**src/hw/rtl/sobel_pkg.sv**
```systemverilog
// Shared types and constants for the Sobel edge magnitude core.
`default_nettype none
package sobel_pkg;

	localparam int PIXEL_BITS  = 8;
	localparam int COL_BITS    = 12;
	localparam int ROW_BITS    = 12;
	localparam int HGT_BITS    = 13;
	localparam int OUT_COL_BITS = 11;
	localparam int MAX_HEIGHT  = 4096;
	localparam int GRAD_BITS   = PIXEL_BITS + 2;
	localparam int SQ_BITS     = 2 * GRAD_BITS;
	localparam int SUM_BITS    = SQ_BITS + 1;
	localparam int ROOT_BITS   = (SUM_BITS + 1) / 2;
	localparam int RAD_BITS    = 2 * ROOT_BITS;
	localparam int QUEUE_DEPTH = 4;

	localparam int CFG_INDEX_BITS = 2;
	localparam int CFG_DATA_BITS  = 13;
	localparam logic [CFG_INDEX_BITS-1:0] REG_IMAGE_WIDTH  = 2'd0;
	localparam logic [CFG_INDEX_BITS-1:0] REG_IMAGE_HEIGHT = 2'd1;

	localparam logic [COL_BITS-1:0] WIDTH_RESET  = 12'd640;
	localparam logic [HGT_BITS-1:0] HEIGHT_RESET = 13'd480;

	typedef logic [PIXEL_BITS-1:0] pix_t;
	typedef pix_t [8:0] win_t;

	typedef struct packed {
		logic [COL_BITS-1:0] width;
		logic [HGT_BITS-1:0] height;
	} frame_cfg_t;

	typedef struct packed {
		logic [ROW_BITS-1:0]     row;
		logic [OUT_COL_BITS-1:0] col;
		logic                    last;
	} tag_t;

	typedef struct packed {
		win_t win;
		tag_t tag;
	} q_item_t;

endpackage
`default_nettype wire

```
**src/hw/rtl/sobel_back.sv**
```systemverilog
// Back end: gradients, squares, sum and a pipelined integer square root.
`default_nettype none
module sobel_back (
	input  wire logic                                clk,
	input  wire logic                                arst_n,
	input  wire logic                                q_empty,
	input  wire sobel_pkg::q_item_t                  q_head,
	output logic                                     q_pop,
	output logic                                     out_valid,
	input  wire logic                                out_stall,
	output logic [sobel_pkg::ROOT_BITS-1:0]          magnitude,
	output logic [sobel_pkg::ROW_BITS-1:0]           out_row,
	output logic [sobel_pkg::OUT_COL_BITS-1:0]       out_column,
	output logic                                     frame_last
);

	localparam int GB  = sobel_pkg::GRAD_BITS;
	localparam int SB  = sobel_pkg::SQ_BITS;
	localparam int RTB = sobel_pkg::ROOT_BITS;
	localparam int RDB = sobel_pkg::RAD_BITS;

	logic adv;
	logic [GB-1:0] gx_pos, gx_neg, gy_pos, gy_neg, ax, ay;
	sobel_pkg::win_t w;

	logic                vld_s1, vld_s2;
	logic [GB-1:0]       ax_s1, ay_s1;
	sobel_pkg::tag_t     tag_s1, tag_s2;
	logic [SB-1:0]       sqx_s2, sqy_s2;

	logic                vld_s  [RTB+1];
	logic [RDB-1:0]      rad_s  [RTB+1];
	logic [RTB:0]        rem_s  [RTB+1];
	logic [RTB-1:0]      root_s [RTB+1];
	sobel_pkg::tag_t     tag_s  [RTB+1];

	assign adv   = !out_valid || !out_stall;
	assign q_pop = adv && !q_empty;
	assign w     = q_head.win;

	always_comb begin
		gx_pos = GB'(w[2]) + {1'b0, w[5], 1'b0} + GB'(w[8]);
		gx_neg = GB'(w[0]) + {1'b0, w[3], 1'b0} + GB'(w[6]);
		gy_pos = GB'(w[6]) + {1'b0, w[7], 1'b0} + GB'(w[8]);
		gy_neg = GB'(w[0]) + {1'b0, w[1], 1'b0} + GB'(w[2]);
		ax = (gx_pos >= gx_neg) ? gx_pos - gx_neg : gx_neg - gx_pos;
		ay = (gy_pos >= gy_neg) ? gy_pos - gy_neg : gy_neg - gy_pos;
	end

	always_ff @(posedge clk or negedge arst_n) begin
		if (!arst_n) begin
			vld_s1   <= 1'b0;
			vld_s2   <= 1'b0;
			vld_s[0] <= 1'b0;
		end else if (adv) begin
			vld_s1   <= !q_empty;
			vld_s2   <= vld_s1;
			vld_s[0] <= vld_s2;
		end
	end

	always_ff @(posedge clk) begin
		if (adv) begin
			ax_s1     <= ax;
			ay_s1     <= ay;
			tag_s1    <= q_head.tag;
			sqx_s2    <= ax_s1 * ax_s1;
			sqy_s2    <= ay_s1 * ay_s1;
			tag_s2    <= tag_s1;
			rad_s[0]  <= RDB'({1'b0, sqx_s2} + {1'b0, sqy_s2});
			rem_s[0]  <= '0;
			root_s[0] <= '0;
			tag_s[0]  <= tag_s2;
		end
	end

	for (genvar i = 1; i <= RTB; i++) begin : g_step
		logic [RTB+2:0] r2;
		logic [RTB+1:0] t;
		logic           ge;

		always_comb begin
			r2 = {rem_s[i-1], rad_s[i-1][RDB-1 -: 2]};
			t  = {root_s[i-1], 2'b01};
			ge = (r2 >= {1'b0, t});
		end

		always_ff @(posedge clk or negedge arst_n) begin
			if (!arst_n) begin
				vld_s[i] <= 1'b0;
			end else if (adv) begin
				vld_s[i] <= vld_s[i-1];
			end
		end

		always_ff @(posedge clk) begin
			if (adv) begin
				rad_s[i] <= rad_s[i-1] << 2;
				tag_s[i] <= tag_s[i-1];
				if (ge) begin
					rem_s[i]  <= (RTB+1)'(r2 - {1'b0, t});
					root_s[i] <= {root_s[i-1][RTB-2:0], 1'b1};
				end else begin
					rem_s[i]  <= (RTB+1)'(r2);
					root_s[i] <= {root_s[i-1][RTB-2:0], 1'b0};
				end
			end
		end
	end

	assign out_valid  = vld_s[RTB];
	assign magnitude  = root_s[RTB];
	assign out_row    = tag_s[RTB].row;
	assign out_column = tag_s[RTB].col;
	assign frame_last = tag_s[RTB].last;

endmodule
`default_nettype wire

```
**config.mk**
```make
export PLATFORM = sky130hd
export DESIGN_NAME = sobel_back
export DESIGN_NICKNAME = d
export VERILOG_FILES = /design/src/hw/rtl/sobel_pkg.sv /design/src/hw/rtl/sobel_back.sv
export SDC_FILE = /design/constraint.sdc
export NUM_CORES = 1
export LEC_CHECK = 0
export BUFFER_PORTS_ARGS = -buffer_cell sky130_fd_sc_hd__buf_2
export CAP_MARGIN = 20
export CORE_ASPECT_RATIO = 1.2
export CORE_MARGIN = 1.5
export CORE_UTILIZATION = 39
export CTS_BUF_LIST = sky130_fd_sc_hd__clkbuf_8
export DETAILED_ROUTE_END_ITERATION = 7
export PLACE_DENSITY_LB_ADDON = 0.2
export SYNTH_ARGS = -nofsm -noshare
export SYNTH_HDL_FRONTEND = slang
export SYNTH_SLANG_ARGS = --single-unit
```
**constraint.sdc**
```tcl
create_clock -name clk -period 11.7 [get_ports clk]
set_clock_uncertainty 0.15 [all_clocks]
set_input_delay 0 -clock clk [delete_from_list [all_inputs] [get_ports clk]]
set_output_delay 0 -clock clk [all_outputs]
set_load 0.05 [all_outputs]
```
==> parameters.txt <==
Parameter                              Value

STA
  Count of pins over their slew limit    0
  Final Setup Violations    0
  Final period util    47.5%
  Final min period    5560 ps
  Final Hold Vio Count    0
  Actual slew at the worst max-slew pin    1050 ps
  Worst slew margin relative to its limit    30.2%
  Setup repair after global routing missed its margin    false
  FMAX    180 MHz
  Final TNS setup    0 ps

Drt
  Vias/cell    4.80
  Iteration count of the initial detailed-routing pass    5
  Via total after detailed routing    19500
  Drt wl/cell    14.2 um
  Number of DRC violations after detailed routing    0
  Sum of routed wire length over all layers    57600 um
  DRC violation total after the first TritonRoute iteration    959
  Number of antenna-violating nets in the routed design    0

Setup path
  Reg-to-reg critical path startpoint    ax_s1[2]$_DFFE_PN_
  Length in cells of the worst reg-to-reg path    19
  Worst-case register-to-register setup slack    6140 ps
  Worst Setup End Kind    register
  Endpoint of the lowest-slack register-to-register path    sqx_s2[19]$_DFFE_PN_
  CP startpoint kind    register
  Kind of critical path    register to register
  Largest fanout on the critical path    12
  Required time of the critical path    12010 ps
  WP data arrival    5860 ps

Place
  Port Buffer Count    128
  Count of placed standard cells including taps    3787
  Half-perimeter wire length of the detailed placement result    40600 um
  Placer congestion estimate    0.852

Synth
  Mux cell area share after synthesis    0.898%
  Simple-gate area share of the yosys netlist    7.07%
  Adder-cell share of the synthesized area    16.4%
  Number of distinct library cell variants in the gate-level netlist after synthesis    86
  Syn Std Cell Area    35500 um^2
  Share of flip-flops with an asynchronous set or reset    1.97%
  Seq cells post-synth    711
  Synthesized netlist cell count    2549
  Syn. warnings    0
  Number of flops mapped to enable cells by yosys    696
  Combinational family with the most area after synthesis    adder cells
  Avg Synthesized Cell Area    13.9 um^2
  Xor and xnor area share after synthesis    3.97%
  Post-synthesis compound-gate area fraction    7.59%
  Dominant register cell in the synthesized netlist    edfxtp_1
  Post-synthesis net count    3038
  Sequential element share of the synthesized area    59.9%

Min path
  Worst Hold Depth    5
  Beginning of the worst hold path    q_head[80]
  Worst min-delay path endpoint    ay_s1[1]$_DFFE_PN_
  Classification of the worst-slack hold path    input port to register

Floorplan
  Count of boundary I/O pins    137
  Number of rows in the core area    121
  Core region area    90500 um^2
  Die Span X    279 um
  Vert. Die Dim    334 um
  Initial cell density of the core    39.2%
  DIE AREA    92900 um^2

Finish
  Fraction of the core area covered by cells at the end of the flow    44.4%
  Commonest cells after routing, fill and taps aside    696 x edfxtp_1, 318 x inv_1, 260 x ha_1, 149 x nand2_1, 129 x fa_1
  Most common library cell in the layout ignoring fill and taps    edfxtp_1
  Number of nets in the finished design    3288
  Fraction of layout instances using a drive strength above 1    11.3%
  Area added between synthesis and finish    13.1%
  Number of non-filler instances in the completed layout    4056

Clock network
  Clock transition at the register clock pins on the worst setup and hold paths after CTS    60 ps
  TritonCTS buffer count    108
  Post-cts resize count    0
  Sink count of the clock tree    711
  Clock tree from TritonCTS    yes
  Clock insertion delay at the later pin of the skew report    730 ps
  Count of H-tree levels built during CTS    3
  Clock Path Buffers    3
  Cell chosen for the clock root    clkbuf_8

Global route
  Met1 GRT Util    13.4%
  Initial antenna violation count    1
  Most used routing layer in global routing    met2
  Global-route wire length before repair    97000 um
  Met3 Use GR    2.15%
  Overflow left after global routing    0
  Number of global-route vias before repair    20600
  Total GRT Usage    12.6%
  Met2 track demand over resource in global routing    24.4%
  Largest net degree at the start of global routing    201

Status
  Status    completed

Run
  Max Cap Viol    0
stage by stage:
stage               setup WS [ps]  instance area, um^2  hold WS, ps
floorplan                    1770                35500         -446
global placement             6140                37400         -258
detailed placement           6110                37400         -250
CTS                          6100                40200         1.34
global route                 5770                40200         61.7
finish                       6140                40200         87.8
synth_stat cells (all sizes together) (8+ instances only):
| cell | n | area, um^2 |
|---|---|---|
| nand2 | 149 | 559 |
| edfxtp | 696 | 20900 |
| nor2b | 30 | 188 |
| nor4 | 13 | 93.8 |
| mux2i | 15 | 150 |
| nand2b | 25 | 156 |
| xnor2 | 93 | 815 |
| a21oi | 120 | 612 |
| o21ai | 97 | 504 |
| fa | 129 | 2580 |
| inv | 296 | 1110 |
| and3 | 10 | 62.6 |
| a21boi | 10 | 78.8 |
| ha | 260 | 3250 |
| dfrtp | 14 | 350 |
| mux2 | 15 | 169 |
| nand4 | 14 | 87.6 |
| a21o | 62 | 467 |
| o21bai | 24 | 180 |
| or3 | 13 | 81.3 |
| xor2 | 68 | 596 |
| nor3 | 37 | 226 |
| buf | 36 | 246 |
| a211oi | 10 | 103 |
| nand3 | 25 | 125 |
| and2 | 60 | 375 |
| o21a | 24 | 180 |
| a31oi | 8 | 80.1 |
| o31ai | 8 | 60.1 |
| nor2 | 85 | 319 |
| clkbuf | 30 | 123 |
flip-flops by register name, indices dropped and copies added, names as in the netlist, 11 cells and up:
| name | flops |
|---|---|
| tag_s | 288 |
| rad_s | 131 |
| rem_s | 106 |
| root_s | 66 |
| tag_s1 | 24 |
| tag_s2 | 24 |
| sqx_s2 | 19 |
| sqy_s2 | 19 |
| vld_s | 11 |
worst max path at each step:
stage,cells after the start,start,endpoint
2_1_floorplan,4,out_valid$_DFFE_PN0N_,ax_s1[0]$_DFFE_PN_
3_3_place_gp,19,ax_s1[6]$_DFFE_PN_,sqx_s2[19]$_DFFE_PN_
3_5_place_dp,17,ax_s1[1]$_DFFE_PN_,sqx_s2[18]$_DFFE_PN_
4_1_cts,19,ax_s1[6]$_DFFE_PN_,sqx_s2[19]$_DFFE_PN_
5_1_grt,19,ax_s1[6]$_DFFE_PN_,sqx_s2[19]$_DFFE_PN_
6_report,19,ax_s1[2]$_DFFE_PN_,sqx_s2[19]$_DFFE_PN_
repair_timing:
action	4_1_cts	5_1_grt
buffers inserted	0	0
hold buffers	69	0
hold endpoints to repair	70	0
layout make-up:
type                    count  area [um^2]
fillers                  8119        50300
repair buffers            206         1440
diodes                      2         5.00
inverters                 296         1120
multi-input cells        1476        12800
flip-flops and latches    711        21300
well taps                1168         1460
clock inverters            88          621
clock buffers             109         1500
cell families (layout without fill, tap and decap cells):
group                    count (synthesis)  in the layout
adder cells (fa/ha/maj)                389            389
XOR/XNOR                               161            161
buffers and inverters                  362            699
multiplexers                            30             30
AO/OA/AOI/OAI                          406            406
other                                    0              2
flip-flops                             711            711
AND/OR/NAND/NOR                        490            490
critical path, stage by stage (launching register included):
cell	delay, ps
edfxtp_1	620
nand2_1	200
fa_1	540
inv_1	40
ha_1	260
inv_1	50
fa_1	520
inv_1	50
fa_1	530
inv_1	60
fa_1	530
inv_1	40
ha_1	350
a21o_1	170
a21o_1	180
a221oi_2	380
nor2_1	130
o21ai_1	250
o21ai_1	120
xnor2_1	130
per-layer routing:
| layer | wire length [um] | share of wire [%] |
|---|---|---|
| met5 | 0 | 0 |
| met4 | 1420 | 2.5 |
| met3 | 2120 | 3.7 |
| met2 | 31500 | 55 |
| met1 | 22500 | 39 |
Power is left out: the tool's default activity adds up to more than one toggle a clock period on the data nets, which glitch-free logic cannot reach.
