**src/hw/rtl/sobel_pkg.sv**
```systemverilog
// Shared types and constants for the Sobel edge magnitude core.
`default_nettype none
package sobel_pkg;

	localparam int PIXEL_BITS  = 8;
	localparam int COL_BITS    = 12;
	localparam int ROW_BITS    = 12;
	localparam int HGT_BITS    = 13;
	localparam int OUT_COL_BITS = 11;
	localparam int MAX_HEIGHT  = 4096;
	localparam int GRAD_BITS   = PIXEL_BITS + 2;
	localparam int SQ_BITS     = 2 * GRAD_BITS;
	localparam int SUM_BITS    = SQ_BITS + 1;
	localparam int ROOT_BITS   = (SUM_BITS + 1) / 2;
	localparam int RAD_BITS    = 2 * ROOT_BITS;
	localparam int QUEUE_DEPTH = 4;

	localparam int CFG_INDEX_BITS = 2;
	localparam int CFG_DATA_BITS  = 13;
	localparam logic [CFG_INDEX_BITS-1:0] REG_IMAGE_WIDTH  = 2'd0;
	localparam logic [CFG_INDEX_BITS-1:0] REG_IMAGE_HEIGHT = 2'd1;

	localparam logic [COL_BITS-1:0] WIDTH_RESET  = 12'd640;
	localparam logic [HGT_BITS-1:0] HEIGHT_RESET = 13'd480;

	typedef logic [PIXEL_BITS-1:0] pix_t;
	typedef pix_t [8:0] win_t;

	typedef struct packed {
		logic [COL_BITS-1:0] width;
		logic [HGT_BITS-1:0] height;
	} frame_cfg_t;

	typedef struct packed {
		logic [ROW_BITS-1:0]     row;
		logic [OUT_COL_BITS-1:0] col;
		logic                    last;
	} tag_t;

	typedef struct packed {
		win_t win;
		tag_t tag;
	} q_item_t;

endpackage
`default_nettype wire

```
**src/hw/rtl/sobel_queue.sv**
```systemverilog
// Short FIFO of classified windows between the front end and the gradient pipeline.
`default_nettype none
module sobel_queue (
	input  wire logic                clk,
	input  wire logic                arst_n,
	input  wire logic                push,
	input  wire sobel_pkg::q_item_t  push_data,
	output logic                     full,
	input  wire logic                pop,
	output sobel_pkg::q_item_t       head,
	output logic                     empty
);

	localparam int DEPTH = sobel_pkg::QUEUE_DEPTH;
	localparam int PW    = $clog2(DEPTH);

	sobel_pkg::q_item_t slots [DEPTH];
	logic [PW-1:0]      wr_q, rd_q;
	logic [PW:0]        count_q;

	assign full  = (count_q == (PW+1)'(DEPTH));
	assign empty = (count_q == '0);
	assign head  = slots[rd_q];

	always_ff @(posedge clk or negedge arst_n) begin
		if (!arst_n) begin
			wr_q    <= '0;
			rd_q    <= '0;
			count_q <= '0;
		end else begin
			if (push) begin
				wr_q <= wr_q + 1'b1;
			end
			if (pop) begin
				rd_q <= rd_q + 1'b1;
			end
			if (push && !pop) begin
				count_q <= count_q + 1'b1;
			end else if (pop && !push) begin
				count_q <= count_q - 1'b1;
			end
		end
	end

	always_ff @(posedge clk) begin
		if (push) begin
			slots[wr_q] <= push_data;
		end
	end

endmodule
`default_nettype wire

```
**config.mk**
```make
export PLATFORM = sky130hd
export DESIGN_NAME = sobel_queue
export DESIGN_NICKNAME = d
export VERILOG_FILES = /design/src/hw/rtl/sobel_pkg.sv /design/src/hw/rtl/sobel_queue.sv
export SDC_FILE = /design/constraint.sdc
export NUM_CORES = 1
export LEC_CHECK = 0
export BUFFER_PORTS_ARGS = -buffer_cell sky130_fd_sc_hd__buf_4
export CAP_MARGIN = 20
export CORE_MARGIN = 2
export CORE_UTILIZATION = 40
export CTS_CLUSTER_DIAMETER = 40
export DETAILED_ROUTE_END_ITERATION = 8
export PLACE_DENSITY_LB_ADDON = 0.2
export SKIP_CTS_REPAIR_TIMING = 1
export SLEW_MARGIN = 25
export SYNTH_ARGS = -nofsm -noshare
export SYNTH_HDL_FRONTEND = slang
export SYNTH_SLANG_ARGS = --single-unit
```
**constraint.sdc**
```tcl
create_clock -name clk -period 4.7 [get_ports clk]
set_clock_uncertainty 0.05 [all_clocks]
set_input_delay 0 -clock clk [delete_from_list [all_inputs] [get_ports clk]]
set_output_delay 0 -clock clk [all_outputs]
set_load 0.1 [all_outputs]
```
==> results of run 1 <==
## kinds of logic (layout without fill, tap and decap cells)
group,count (synthesis),in the layout,synth area share
buffers and inverters,26,408,0.01091
multiplexers,97,97,0.1528
XOR/XNOR,6,6,0.003695
AND/OR/NAND/NOR,9,9,0.003430
flip-flops,391,391,0.8230
AO/OA/AOI/OAI,1,1,0.0003515
adder cells (fa/ha/maj),6,6,0.005806
## metal layers
metal	track usage	vias up
li1	-	3004
met3	0.04001	49
met5	0	-
met1	0.1911	3523
met4	0.06107	0
met2	0.2710	170
## worst register-to-register path, stage by stage, from the launching register on
cell,delay [ns]
dfrtp_1,0.43
inv_1,0.11
ha_1,0.14
and2_4,0.53
buf_16,0.30
buf_4,0.41
## stage by stage
stage	setup WS, ns	std cells
after global placement	2.152	1183
after floorplan	1.348	536
after global routing	1.570	1379
after detailed placement	2.294	1184
after CTS	1.668	1279
final	1.817	1379
## final timing paths
| path | from | endpoint | slack (ns) | depth (start not counted) |
|---|---|---|---|---|
| min in group asynchronous | arst_n | rd_q[0] | 0.37 | 3 |
| max in group asynchronous | arst_n | rd_q[1] | 3.95 | 3 |
| max reg2reg | wr_q[0] | slots[2][42] | 2.36 | 5 |
| min reg2reg | count_q[2] | count_q[2] | 0.46 | 1 |
| min | push_data[6] | slots[2][6] | 0.13 | 2 |
| max | rd_q[0] | head[33] | 1.82 | 3 |
## registers in the layout, indices dropped and copies added (netlist names)
| name | cells |
|---|---|
| count_q | 3 |
| rd_q | 2 |
| slots | 384 |
| wr_q | 2 |
## final cells by class
type                       count  area share
clock buffer                  60     0.07247
clock inverter                35     0.01519
inverter                       4   0.0007927
multi-input combinational    119      0.1252
sequential                   391      0.6184
tap                          461     0.03045
timing repair buffer         309      0.1374
## layout by cell type (no fill, tap or decap), types with 4 or more instances in the layout
cell	Yosys	final
and2_4	0	4
mux4_2	96	96
clkinvlp_4	0	5
clkinv_4	0	4
clkinv_2	0	6
ha_1	5	5
clkbuf_16	0	53
inv_6	0	6
inv_1	4	4
clkinv_1	0	9
buf_4	1	207
dlygate4sd3_1	0	100
edfxtp_1	384	384
dfrtp_1	7	5
xor2_1	4	4
clkbuf_1	5	5
==> metrics.txt, run 1 <==
fin nets=982; endpoints failing hold=0; clock sinks=391; cell taking the most area after synthesis=edfxtp_1; cell family with most CP delay=buffers and inverters; count of pins over their slew limit=0; share of layout cells above drive strength 1=0.4281; DR vias/cell=4.892; Tmin final=2.883 ns; area of the core=35310 µm²; first-pass GRT wire length=42670 µm; vias post-DR=6746; RD Place Congestion=0.7089; register area=11710 µm²; sequential area share after synthesis=0.8230; post-synthesis cell type count=20; Crit path required time=4.65 ns; cts bufs inserted=51; vias in the first global route=7075; Area growth, synth to finish=33.16%; Post-Syn Instances=536; die height=192.6 µm; fmax=346.8 MHz; initial core utilization=0.4028; Placed Area=16280 µm²; Worst-Margin Slew=0.9814 ns; critical-path cell list=buf_4 > mux4_2 > buf_4; DRT met1 WL=11850 µm; routed wire length=29350 µm; Synth Cell Area=14220 µm²; Syn Area/Cell=26.54 µm²; asr flop ratio synth=0.01790; Core Util, Final=0.5364; Worst Path Class, Setup=reg2out; largest net degree at the start of global routing=65; synthesis warning total=0; antenna violations before repair=0; most common library cells after synthesis=edfxtp_1, mux4_2, buf_2, dfrtp_1; multi-input logic area=2372 µm²; min-delay worst type=in2reg; RSZ-0062 raised after global routing=false; initial DRC count=314; Synth top area share=0.8107; Avg WL per Cell=21.28 µm; period utilization=0.6135; CTS H-tree lvls=2; worst-case clock buffer depth=3; Met3 Routed Length=1406 µm; # diodes=0; DR top layer=met4; Fin Hold WS=0.1251 ns; slowest stage delay, CP=0.80 ns; Post-synth EDFFs=384; Final Instance Area=18940 µm²; Skew-Pair Late Insertion Delay=0.56 ns; # IOs=198; Post-route DRC=0; Final HPWL DP=17630 µm; Routed Antenna Nets=0; Cell Rows=69; Reg clk slew, reported paths=0.06 ns; total die area=37080 µm²; count leader, synth=edfxtp_1; Root Buffer=clkbuf_16; drt first pass iters=5; worst rel slew slack=0.3457; met2 wire len=15350 µm; TritonCTS clock tree=built; grt ovf=0; Yosys reg bits=391; die span in x=192.6 µm; CP bufs+invs=2; MaxCap Viol Count=0; fillers=2712; Port-buffer cells=197; Critical Path AT=2.83 ns; Total GRT Usage=0.1575; status=finished clean; Crit Path Max Fanout=30; setup_tns=0 ns; Setup crit end kind=output pin; Area contributors post-synth=edfxtp_1, mux4_2, dfrtp_1; most used cell, CP=buf_4; CP Launch Type=register; Post-synth top flop=edfxtp_1; final number of setup-violating endpoints=0; Syn Nets=642; CP max stage cell=dfrtp_4
Power of run 1 is not shown: default switching activity piles up to over one toggle a cycle in this logic, so the estimate is an artifact.
==> inputs of run 2 (changes only) <==
- clock period: 4.7 -> 2.5 ns (I/O delays scaled with it)
==> run 2 against run 1 <==
- worst setup slack got worse by 1.7 ns
- die area unchanged
- largest cell class unchanged
- highest routed layer unchanged
- first-iteration DRC count increased by 15%
==> metrics.txt, run 2 (same netlist as run 1, synthesis figures left out) <==
Worst-Margin Slew=0.6330 ns (was 0.9814 ns); vias post-DR=6730 (was 6746); Placed Cells incl. Taps=1183 (was 1184); Core Util, Final=0.5376 (was 0.5364); TritonCTS clock tree=built (unchanged); Tmin final=2.335 ns; Critical Path AT=2.29 ns (was 2.83 ns); # IOs=198 (unchanged); die span in x=192.6 µm (unchanged); cts bufs inserted=48 (was 51); RSZ-0062 raised after global routing=false (unchanged); drt first pass iters=4 (was 5); Reg clk slew, reported paths=0.05 ns (was 0.06 ns); CP Launch Type=register (unchanged); Largest regs=slots x384, count_q x3 (unchanged); status=finished clean (unchanged); DR vias/cell=4.909 (was 4.892); area of the core=35310 µm² (unchanged); Avg WL per Cell=20.20 µm (was 21.28 µm); pre-CTS WS=0.6682 ns (was 2.294 ns); period utilization=0.9341; final number of setup-violating endpoints=0 (unchanged); initial core utilization=0.4028 (unchanged); setup ws final=0.1646 ns (was 1.817 ns); Root Buffer=clkbuf_16 (unchanged); Routed Antenna Nets=0 (unchanged); total die area=37080 µm² (unchanged); Worst Path Class, Setup=reg2out (unchanged); fmax=428.2 MHz; die height=192.6 µm (unchanged); Crit Path Max Fanout=54 (was 30); most common cell after layout, fill and taps aside=edfxtp_1 (unchanged); Cell Rows=69 (unchanged); Setup crit end kind=output pin (unchanged); CTS H-tree lvls=2 (unchanged); worst rel slew slack=0.5780 (was 0.3457); Post-route DRC=0 (unchanged); commonest non-fill, non-tap cells in the layout=edfxtp_1, buf_4, dlygate4sd3_1, mux4_2, clkbuf_16 (unchanged); min-delay worst type=in2reg (unchanged); share of layout cells above drive strength 1=0.4323 (was 0.4281); worst-case clock buffer depth=3 (unchanged); Port-buffer cells=197 (unchanged); Final HPWL DP=15520 µm (was 17630 µm); Area growth, synth to finish=33.47% (was 33.16%); clock sinks=391 (unchanged); routed wire length=27690 µm (was 29350 µm); vias in the first global route=7038 (was 7075); Crit path required time=2.45 ns (was 4.65 ns); grt ovf=0 (unchanged); setup_tns=0 ns (unchanged); count of pins over their slew limit=0 (unchanged); Biggest register=slots (unchanged); Non-Filler Instances=1371 (was 1379); MaxCap Viol Count=0 (unchanged); initial DRC count=360 (was 314); first-pass GRT wire length=40830 µm (was 42670 µm); antenna violations before repair=1 (was 0); endpoints failing hold=0 (unchanged); Skew-Pair Late Insertion Delay=0.54 ns (was 0.56 ns); fillers=2676 (was 2712); RD Place Congestion=0.6772 (was 0.7089); Largest register FFs=384 (unchanged); fin nets=978 (was 982); largest net degree at the start of global routing=97 (was 65); Total GRT Usage=0.1481 (was 0.1575)
## run 2: cell count changes in the layout (fill, tap and decap cells not counted), sizes merged
cell,before,now
bufinv,2,7
clkinvlp,5,6
diode,0,1
clkinv,20,18
buf,209,208
clkbuf,60,51
inv,12,9
## run 2: area by class of cell
class / instances / area, µm² / area share
inverters: 4 / 15.01 / 0.0007909
clock inverters: 36 / 397.9 / 0.02096
repair buffers: 308 / 2663 / 0.1402
diodes: 1 / 2.502 / 0.0001318
clock buffers: 51 / 1234 / 0.06498
well taps: 461 / 576.8 / 0.03038
flip-flops and latches: 391 / 11710 / 0.6170
multi-input cells: 119 / 2382 / 0.1255
## run 2: metal layers
| layer | track usage | up-vias | wire [µm] | part of all wire |
|---|---|---|---|---|
| met5 | 0 | - | 0 | 0 |
| met4 | 0.04698 | 0 | 477 | 0.017 |
| met3 | 0.03710 | 38 | 1270 | 0.046 |
| met2 | 0.2602 | 167 | 14680 | 0.53 |
| met1 | 0.1796 | 3529 | 11270 | 0.41 |
| li1 | - | 2996 | - | - |
## run 2: worst paths after layout
check,startpoint,to,slack (ns),cells past startpoint
worst min-delay path,pop,rd_q[0],0.15,3
worst max-delay path,rd_q[0],head[49],0.16,3
max in group asynchronous,arst_n,rd_q[0],1.73,3
min in group asynchronous,arst_n,count_q[1],0.39,3
worst max register to register,wr_q[1],slots[1][18],0.72,4
worst min register to register,count_q[2],count_q[2],0.49,1
## run 2: critical path, cell delays in order (launching register included)
cell and delay, ns:
dfrtp_4 0.45, buf_12 0.39, mux4_2 0.60, buf_4 0.26
## run 2: metrics by stage
| step | hold WS, ns | area [µm²] |
|---|---|---|
| finish | 0.1509 | 18980 |
| global route | 0.1435 | 18980 |
| CTS | -0.8077 | 17980 |
| detailed placement | -0.2293 | 16350 |
| global placement | -0.2317 | 16350 |
| floorplan | -0.3456 | 14240 |
Power of run 2 is left out for the same reason.
==> inputs of run 3 (changes only) <==
--- a/constraint.sdc
+++ b/constraint.sdc
@@ -4,2 +4,2 @@
 set_output_delay 0 -clock clk [all_outputs]
-set_load 0.1 [all_outputs]
+set_load 0.05 [all_outputs]
==> run 3 against run 2 <==
- sequential share of layout area down 0.21 points
- global-route usage hardly changed
- wire length fell by 0.31%
- critical path depth is the same
==> metrics.txt, run 3 (same netlist as run 1, synthesis figures left out) <==
cell family with most CP delay=flip-flops (was buffers and inverters); CP bufs+invs=2 (unchanged); clock sinks=391 (unchanged); Cell Rows=69 (unchanged); fmax=426.7 MHz (was 428.2 MHz); initial core utilization=0.4028 (unchanged); Area growth, synth to finish=33.93% (was 33.47%); Setup crit end kind=output pin (unchanged); Largest regs=slots x384, count_q x3 (unchanged); fin nets=980 (was 978); DR vias/cell=4.881 (was 4.909); area of the core=35310 µm² (unchanged); endpoints failing hold=0 (unchanged); Routed Antenna Nets=0 (unchanged); M3 GR Usage=0.03801 (was 0.03710); TritonCTS clock tree=built (unchanged); die height=192.6 µm (unchanged); fillers=2706 (was 2676); Worst Path Class, Setup=reg2out (unchanged); met1 Track Usage GR=0.1706 (was 0.1796); CP Launch Type=register (unchanged); grt ovf=0 (unchanged); min-delay worst type=in2reg (unchanged); setup_tns=0 ns (unchanged); drt first pass iters=4 (unchanged); final number of setup-violating endpoints=0 (unchanged); Port-buffer cells=197 (unchanged); Crit path required time=2.45 ns (about the same); largest net degree at the start of global routing=97 (unchanged); Final Instance Area=19050 µm² (was 18980 µm²); most common cell after layout, fill and taps aside=edfxtp_1 (unchanged); busiest grt layer=met2 (unchanged); cts bufs inserted=50 (was 48); Critical Path AT=2.29 ns (about the same); Skew-Pair Late Insertion Delay=0.54 ns (about the same); Largest register FFs=384 (unchanged); Root Buffer=clkbuf_16 (unchanged); CTS H-tree lvls=2 (unchanged); RSZ-0062 raised after global routing=false (unchanged); Lkg Pwr=6.616 nW; Core Util, Final=0.5395 (was 0.5376); period utilization=0.9373 (was 0.9341); initial DRC count=321 (was 360); commonest non-fill, non-tap cells in the layout=edfxtp_1, buf_4, dlygate4sd3_1, mux4_2, clkbuf_16 (unchanged); Post-route DRC=0 (unchanged); Reg clk slew, reported paths=0.06 ns (was 0.05 ns); worst-case clock buffer depth=3 (unchanged); routed wire length=27610 µm (was 27690 µm); Total GRT Usage=0.1476 (was 0.1481); Avg WL per Cell=20.03 µm (was 20.20 µm); vias post-DR=6726 (was 6730); total die area=37080 µm² (unchanged); Placed Area=16340 µm² (was 16350 µm²); # IOs=198 (unchanged); Tmin final=2.343 ns (was 2.335 ns); Worst-Margin Slew=0.6165 ns (was 0.6330 ns); slowest stage delay, CP=0.66 ns (was 0.60 ns); critical-path cell list=buf_4 > mux4_2 > buf_4 (was buf_12 > mux4_2 > buf_4); count of pins over their slew limit=0 (unchanged); antenna violations before repair=1 (unchanged); met2 Resource Use GR=0.2701 (was 0.2602); Max VDD drop=0.8968 mV; worst rel slew slack=0.5890 (was 0.5780); CP max stage cell=dfrtp_4 (was mux4_2); status=finished clean (unchanged); Final Power=0.02576 W; RD Place Congestion=0.6716 (was 0.6772); Pwr per Cell Area=1352 nW/µm²; MaxCap Viol Count=0 (unchanged); vias in the first global route=7144 (was 7038); most used cell, CP=buf_4; Biggest register=slots (unchanged); die span in x=192.6 µm (unchanged); Final HPWL DP=15810 µm (was 15520 µm); share of layout cells above drive strength 1=0.4269 (was 0.4323); Crit Path Max Fanout=26 (was 54); first-pass GRT wire length=40520 µm (was 40830 µm)
run 3: worst paths after layout:
| path | start | to | slack, ns | cells after the start |
|---|---|---|---|---|
| worst max-delay path | rd_q[1] | head[21] | 0.16 | 3 |
| worst min-delay path | push_data[24] | slots[2][24] | 0.14 | 2 |
| worst max register to register | wr_q[0] | slots[2][61] | 0.75 | 4 |
| worst min register to register | count_q[2] | count_q[2] | 0.44 | 1 |
| max in group asynchronous | arst_n | rd_q[1] | 1.75 | 3 |
| min in group asynchronous | arst_n | rd_q[0] | 0.37 | 3 |
run 3: layer usage:
metal | part of all wire | wire length, µm | vias to the layer above
met3 | 0.049 | 1362 | 31
met5 | 0 | 0 | -
met4 | 0.017 | 478 | 0
li1 | - | - | 3002
met1 | 0.39 | 10780 | 3533
met2 | 0.54 | 14990 | 160
run 3: cell type report:
cell class / instances / area (µm²) / area share
Antenna cell: 1 / 2.502 / 0.0001314
Multi-Input combinational cell: 119 / 2372 / 0.1245
Timing Repair Buffer: 308 / 2663 / 0.1398
Tap cell: 461 / 576.8 / 0.03028
Clock inverter: 39 / 436.7 / 0.02292
Sequential cell: 391 / 11710 / 0.6149
Inverter: 4 / 15.01 / 0.0007882
Clock buffer: 55 / 1270 / 0.06667
run 3: worst reg2reg max path, stage by stage (launching register included):
cell,delay [ns]
dfrtp_1,0.42
inv_1,0.10
ha_1,0.14
and2_4,0.14
buf_12,0.48
run 3: metrics by stage:
| step | worst slack (ns) | std cells | hold WS, ns |
|---|---|---|---|
| 2_1_floorplan | 0.2055 | 536 | -0.3456 |
| 3_3_place_gp | 0.7106 | 1183 | -0.2330 |
| 3_5_place_dp | 0.6830 | 1183 | -0.2321 |
| 4_1_cts | 0.08098 | 1277 | -0.8258 |
| 5_1_grt | 0.07076 | 1378 | 0.1221 |
| 6_report | 0.1567 | 1378 | 0.1358 |
run 3: report_power, final:
group | switching, W | internal (W) | total (W)
combinational | 0.00631 | 0.00337 | 0.00968
sequential | 0.000364 | 0.00858 | 0.00895
clock | 0.00268 | 0.00445 | 0.00714
total | 0.00936 | 0.0164 | 0.0258
(Power assumes the default switching activity.)
